--- src/sv/bavg_pkg.sv ---
// Shared types and constants for the box-average downscaler.
package bavg_pkg;

	// Fixed field and register widths
	localparam int CH_W = 8;
	localparam int NCH = 4;
	localparam int SF_W = 5;
	localparam int SW_W = 11;
	localparam int SH_W = 13;
	localparam int CC_W = 3;
	localparam int COL_W = 10;
	localparam int ROW_W = 12;
	localparam int CFG_IDX_W = 2;
	localparam int CFG_DATA_W = 13;
	localparam int S_TDATA_W = NCH * CH_W;
	localparam int M_TDATA_W = 56;
	localparam int DVS_W = 2 * SF_W;
	localparam int NLANE = NCH + 1;
	localparam int H_MAX = 4096;

	// Configuration register indexes
	localparam logic [CFG_IDX_W-1:0] REG_SCALE = 2'd0;
	localparam logic [CFG_IDX_W-1:0] REG_WIDTH = 2'd1;
	localparam logic [CFG_IDX_W-1:0] REG_HEIGHT = 2'd2;
	localparam logic [CFG_IDX_W-1:0] REG_CHANS = 2'd3;
	localparam logic [CC_W-1:0] CHANS_FOUR = 3'd4;

	typedef logic [NCH-1:0][CH_W-1:0] pix_t;

	// Controller to datapath
	typedef struct packed {
		logic accept;
		logic clr_step;
		logic add;
		logic setup_load;
		logic div_step;
		logic setup_fin;
		logic out_load;
	} cmd_t;

	// Datapath to controller
	typedef struct packed {
		logic cfg_dirty;
		logic sums_dirty;
		logic clr_last;
		logic emit;
		logic out_free;
	} sts_t;

endpackage

--- src/sv/bavg_ctrl.sv ---
// Controller: sequences clearing sweeps, setup, accumulate and divide steps.
module bavg_ctrl #(
	parameter int DIV_W = 16
) (
	input  logic           clk,
	input  logic           arst_n,
	input  logic           s_tvalid,
	input  logic           frame_start,
	input  bavg_pkg::sts_t sts,
	output logic           s_tready,
	output bavg_pkg::cmd_t cmd
);

	localparam int CNT_W = $clog2(DIV_W);
	localparam logic [CNT_W-1:0] CNT_LAST = CNT_W'(DIV_W - 1);

	localparam logic [3:0] ST_CLR  = 4'd0;
	localparam logic [3:0] ST_IDLE = 4'd1;
	localparam logic [3:0] ST_FCLR = 4'd2;
	localparam logic [3:0] ST_RD   = 4'd3;
	localparam logic [3:0] ST_ADD  = 4'd4;
	localparam logic [3:0] ST_DIV  = 4'd5;
	localparam logic [3:0] ST_OUT  = 4'd6;
	localparam logic [3:0] ST_SDIV = 4'd7;
	localparam logic [3:0] ST_SFIN = 4'd8;

	logic [3:0]       state_q;
	logic [3:0]       state_nx;
	logic [CNT_W-1:0] cnt_q;
	logic             accept;

	assign s_tready = (state_q == ST_IDLE) && !sts.cfg_dirty;
	assign accept   = s_tvalid && s_tready;

	// Next state and commands
	always_comb begin
		cmd = '0;
		cmd.accept = accept;
		state_nx = state_q;
		case (state_q)
			ST_CLR: begin
				cmd.clr_step = 1'b1;
				if (sts.clr_last)
					state_nx = ST_IDLE;
			end
			ST_IDLE: begin
				if (sts.cfg_dirty) begin
					cmd.setup_load = 1'b1;
					state_nx = ST_SDIV;
				end else if (accept) begin
					if (frame_start)
						state_nx = sts.sums_dirty ? ST_FCLR : ST_RD;
					else
						state_nx = ST_ADD;
				end
			end
			ST_FCLR: begin
				cmd.clr_step = 1'b1;
				if (sts.clr_last)
					state_nx = ST_RD;
			end
			ST_RD: state_nx = ST_ADD;
			ST_ADD: begin
				cmd.add = 1'b1;
				state_nx = sts.emit ? ST_DIV : ST_IDLE;
			end
			ST_DIV: begin
				cmd.div_step = 1'b1;
				if (cnt_q == CNT_LAST)
					state_nx = ST_OUT;
			end
			ST_OUT: begin
				if (sts.out_free) begin
					cmd.out_load = 1'b1;
					state_nx = ST_IDLE;
				end
			end
			ST_SDIV: begin
				cmd.div_step = 1'b1;
				if (cnt_q == CNT_LAST)
					state_nx = ST_SFIN;
			end
			ST_SFIN: begin
				cmd.setup_fin = 1'b1;
				state_nx = ST_IDLE;
			end
			default: state_nx = ST_IDLE;
		endcase
	end

	always_ff @(posedge clk or negedge arst_n) begin
		if (!arst_n) begin
			state_q <= ST_CLR;
			cnt_q <= '0;
		end else begin
			state_q <= state_nx;
			if (cmd.div_step)
				cnt_q <= cnt_q + CNT_W'(1);
			else
				cnt_q <= '0;
		end
	end

	// One word in flight: after taking a word the controller is busy
	a_one_word: assert property (@(posedge clk) disable iff (!arst_n)
		accept |=> (state_q != ST_IDLE))
		else $error("second word taken while one is in flight");

	// Accumulate follows directly on accept or on the re-read
	a_add_order: assert property (@(posedge clk) disable iff (!arst_n)
		(state_q == ST_ADD) |-> ($past(state_q) == ST_IDLE || $past(state_q) == ST_RD))
		else $error("accumulate step without a fresh memory read");

endmodule

--- config.mk ---
export PLATFORM = sky130hd
export DESIGN_NAME = bavg_ctrl
export DESIGN_NICKNAME = d
export VERILOG_FILES = /design/src/sv/bavg_pkg.sv /design/src/sv/bavg_ctrl.sv
export SDC_FILE = /design/constraint.sdc
export NUM_CORES = 1
export LEC_CHECK = 0
export ABC_AREA = 1
export BUFFER_PORTS_ARGS = -buffer_cell sky130_fd_sc_hd__buf_2
export CORE_MARGIN = 10
export CORE_UTILIZATION = 44
export CTS_BUF_LIST = sky130_fd_sc_hd__clkbuf_16
export CTS_CLUSTER_DIAMETER = 40
export DETAILED_ROUTE_END_ITERATION = 7
export PLACE_DENSITY = 0.8
export SKIP_LAST_GASP = 1
export SLEW_MARGIN = 25
export SYNTH_ARGS = -nofsm -noshare
export SYNTH_HDL_FRONTEND = slang
export SYNTH_SLANG_ARGS = --single-unit
--- constraint.sdc ---
create_clock -name clk -period 1.3 [get_ports clk]
set_input_delay 0.26 -clock clk [delete_from_list [all_inputs] [get_ports clk]]
set_output_delay 0.26 -clock clk [all_outputs]
set_load 0.005 [all_outputs]
==> flow_summary.yaml <==
synth:
  synth_ff_type: "dfrtp_1"
  synth_cell_type_count: 19
  synth_most_common_cell: "nand2_1"
  syn_avg_cell_area_sq_um: 7.00
  synthArstFlopShare: 1.00
  synth_edf_count: 0
  yosysTopAreaCell: "dfrtp_1"
  yosysWarnings: 0
  yosysSeqAreaShare: 0.329
  syn_nets: 97
  netlist_instances: 87
  synth.area.top_cells: "dfrtp_1 (33%), nand2_1 (11%), nand3_1 (8.2%)"
  synth_seq_cells: 8
  synthTopCellsByCount: "nand2_1 (18), inv_1 (12), nor2_1 (11)"
  synth.top_cell.area_share: 0.329
  synth_area_sq_um: 609
grt:
  grt_usage: 0.123
  grt_pass1_vias: 744
  grt_max_degree: 9
  grt_overflow: 0
  grt_pass1_wl_microns: 3320
  antenna_found_initial: 0
timing:
  maxSlewHeadroom: 0.868
  max_clock_freq_mhz: 676
  slew_violations: 0
  setup_viol_count_final: 9
  rsz0062_at_grt: "true"
  period_needed_ps: 1480
  fin_worst_skew_ps: 4.94
  setup_ws_ps: -180
  worst_slew_pin_slew_ps: 198
  finalCritPeriodShare: 1.14
  hold_viol: 0
critical_path:
  regToRegEndpoint: "state_q[2]$_DFFE_PN0P_"
  critPathKind: "reg2out"
  cp.required_ps: 1040
  r2r_slack_ps: -80
  critical_path.max_stage_delay_ps: 450
  path_cells: "inv_2 -> nor2_2 -> nand2_1 -> nor3_1 -> buf_2"
  cp_slowest_cell: "dfrtp_2"
  r2r_start: "state_q[2]$_DFFE_PN0P_"
  worstPathMaxFanout: 5
  worst_ep_arrival_time_ps: 1220
  cp-start-kind: "flop"
  worstRegToRegCells: 9
  endpoint_kind: "primary output"
layout:
  fillers: 84
  nNetsFinal: 134
  final_cells: 137
  antenna_cells: 0
  syn2layout_area_growth_pct: 64.3
  seqCellArea_sq_um: 205
  multi_input_area_sq_um: 419
  drive_gt1_frac: 0.541
  stdcell_area_sq_um: 1000
detailed_routing:
  postRouteAntennaNets: 0
  firstDrtPassIters: 4
  drt-total-wl_microns: 2020
  vias_per_cell: 5.34
  drc: 0
  vias: 732
  drt_iter0_drc: 6
  avgRoutedWirePerCell_microns: 14.8
floorplanning:
  coreArea_sq_um: 1300
  dieHeight_microns: 57.2
  core.rowCount: 13
  die-area_sq_um: 3270
  start_util: 0.468
  die_w_microns: 57.2
  ios: 17
status:
  violations: "setup timing"
  status: "complete, but fails checks"
placed_design:
  post_dp_cell_area_sq_um: 712
  place_hpwl_microns: 1300
  post-place-ws_ps: 15.3
  dp_cells: 119
  portBuffers: 16
  gp_congestion: 0.867
hold_path:
  hold_path.class: "in2async"
pwr:
  ir_worst_vdd_mv: 1.37
  cellPowerDensity_nw_per_um2: 2500
  p_leak_nw: 0.530
clock_tree:
  numCtsBuffers: 3
  tritoncts: "done"
  clkSlewWorstSetupHoldPaths_ps: 40
  clkLatencyLatePin_ps: 230
  ctsLongestPathBuffers: 2
  cts-root-buf: "clkbuf_16"
  htree_levels: 1
  cts.sinks: 8
run:
  drv_cap: 0
sequential cells by signal, summed over array words and instances, names as in the netlist:
signal   flops
cnt_q        4
state_q      4
layout make-up:
| type | instances | area share |
|---|---|---|
| timing repair buffer | 34 | 0.221 |
| clock buffer | 3 | 0.0750 |
| multi-input combinational | 62 | 0.419 |
| tap | 15 | 0.0188 |
| inverter | 15 | 0.0613 |
| sequential | 8 | 0.205 |
critical path, delay by kind of cell, from the launching register on:
kind,cells,cell delay (ps)
flops,1,450
simple gates,3,320
buf+inv,2,230
cells by family after synthesis:
group	Yosys count	synth area share
simple gates	55	0.478
fa+ha+maj	1	0.0205
flops	8	0.329
compound gates	6	0.0493
buf+inv	17	0.123
per-layer routing:
layer | share of wire | wire length, microns | GRT usage | vias up
met5 | 0 | 0 | 0 | -
met2 | 0.54 | 1100 | 0.223 | 39
met1 | 0.36 | 720 | 0.128 | 341
met4 | 0.032 | 65 | 0.0403 | 0
met3 | 0.067 | 135 | 0.0420 | 6
li1 | - | - | - | 346
power by group:
group	leakage [nW]	internal, W	total [W]	switching [W]
combinational	0.392	0.000687	0.00151	0.000826
sequential	0.100	0.000340	0.000479	0.000140
clock	0.0370	0.000396	0.000509	0.000113
total	0.530	0.00142	0.00250	0.00108
metrics by stage:
step                total power [W]  hold WS [ps]  setup TNS [ps]   util
floorplan                   0.00113         -35.6               0      -
global placement            0.00138           104               0  0.547
detailed placement          0.00142           107               0  0.547
CTS                         0.00213           376            -791  0.672
global route                0.00268           439           -1860  0.769
finish                      0.00250           401           -1180  0.769
repair_timing:
action | CTS | global route
gates resized for setup | 7 | 20
pin swaps | 1 | 6
endpoints found under the setup margin | 8 | 12
buffers inserted | 8 | 6
hold buffers | 1 | 0
cloned | 0 | 0
hold endpoints to repair | 8 | 0
how the worst max path moves through the flow:
stage                      startpoint  endpoint  slack (ps)  depth (start not counted)
6_report       state_q[0]$_DFFE_PN0P_    cmd[6]        -180                          5
3_5_place_dp   state_q[1]$_DFFE_PN0P_    cmd[0]          20                          3
2_1_floorplan  state_q[3]$_DFFE_PN0P_    cmd[6]          80                          4
4_1_cts        state_q[2]$_DFFE_PN0P_    cmd[6]        -150                          4
3_3_place_gp   state_q[1]$_DFFE_PN0P_    cmd[0]          60                          3
5_1_grt        state_q[0]$_DFFE_PN0P_    cmd[6]        -240                          5
cells in the final DEF (no fill, tap or decap):
| cell | count |
|---|---|
| nor2_4 | 5 |
| dfrtp_2 | 4 |
| nand3_4 | 4 |
| nor2_1 | 8 |
| a21oi_1 | 2 |
| dfrtp_1 | 4 |
| nand2_2 | 4 |
| clkbuf_16 | 3 |
| nand2_1 | 15 |
| inv_4 | 2 |
| nand3_2 | 2 |
| buf_2 | 16 |
| nor4_4 | 1 |
| dlygate4sd3_1 | 1 |
| buf_4 | 16 |
| buf_6 | 1 |
| o21ai_0 | 4 |
| nand3_1 | 8 |
| nor3_1 | 2 |
| inv_2 | 3 |
| nor2_2 | 3 |
| nand2_4 | 1 |
| ha_2 | 1 |
| inv_1 | 10 |
| nand3b_1 | 2 |
(Power assumes the default switching activity.)
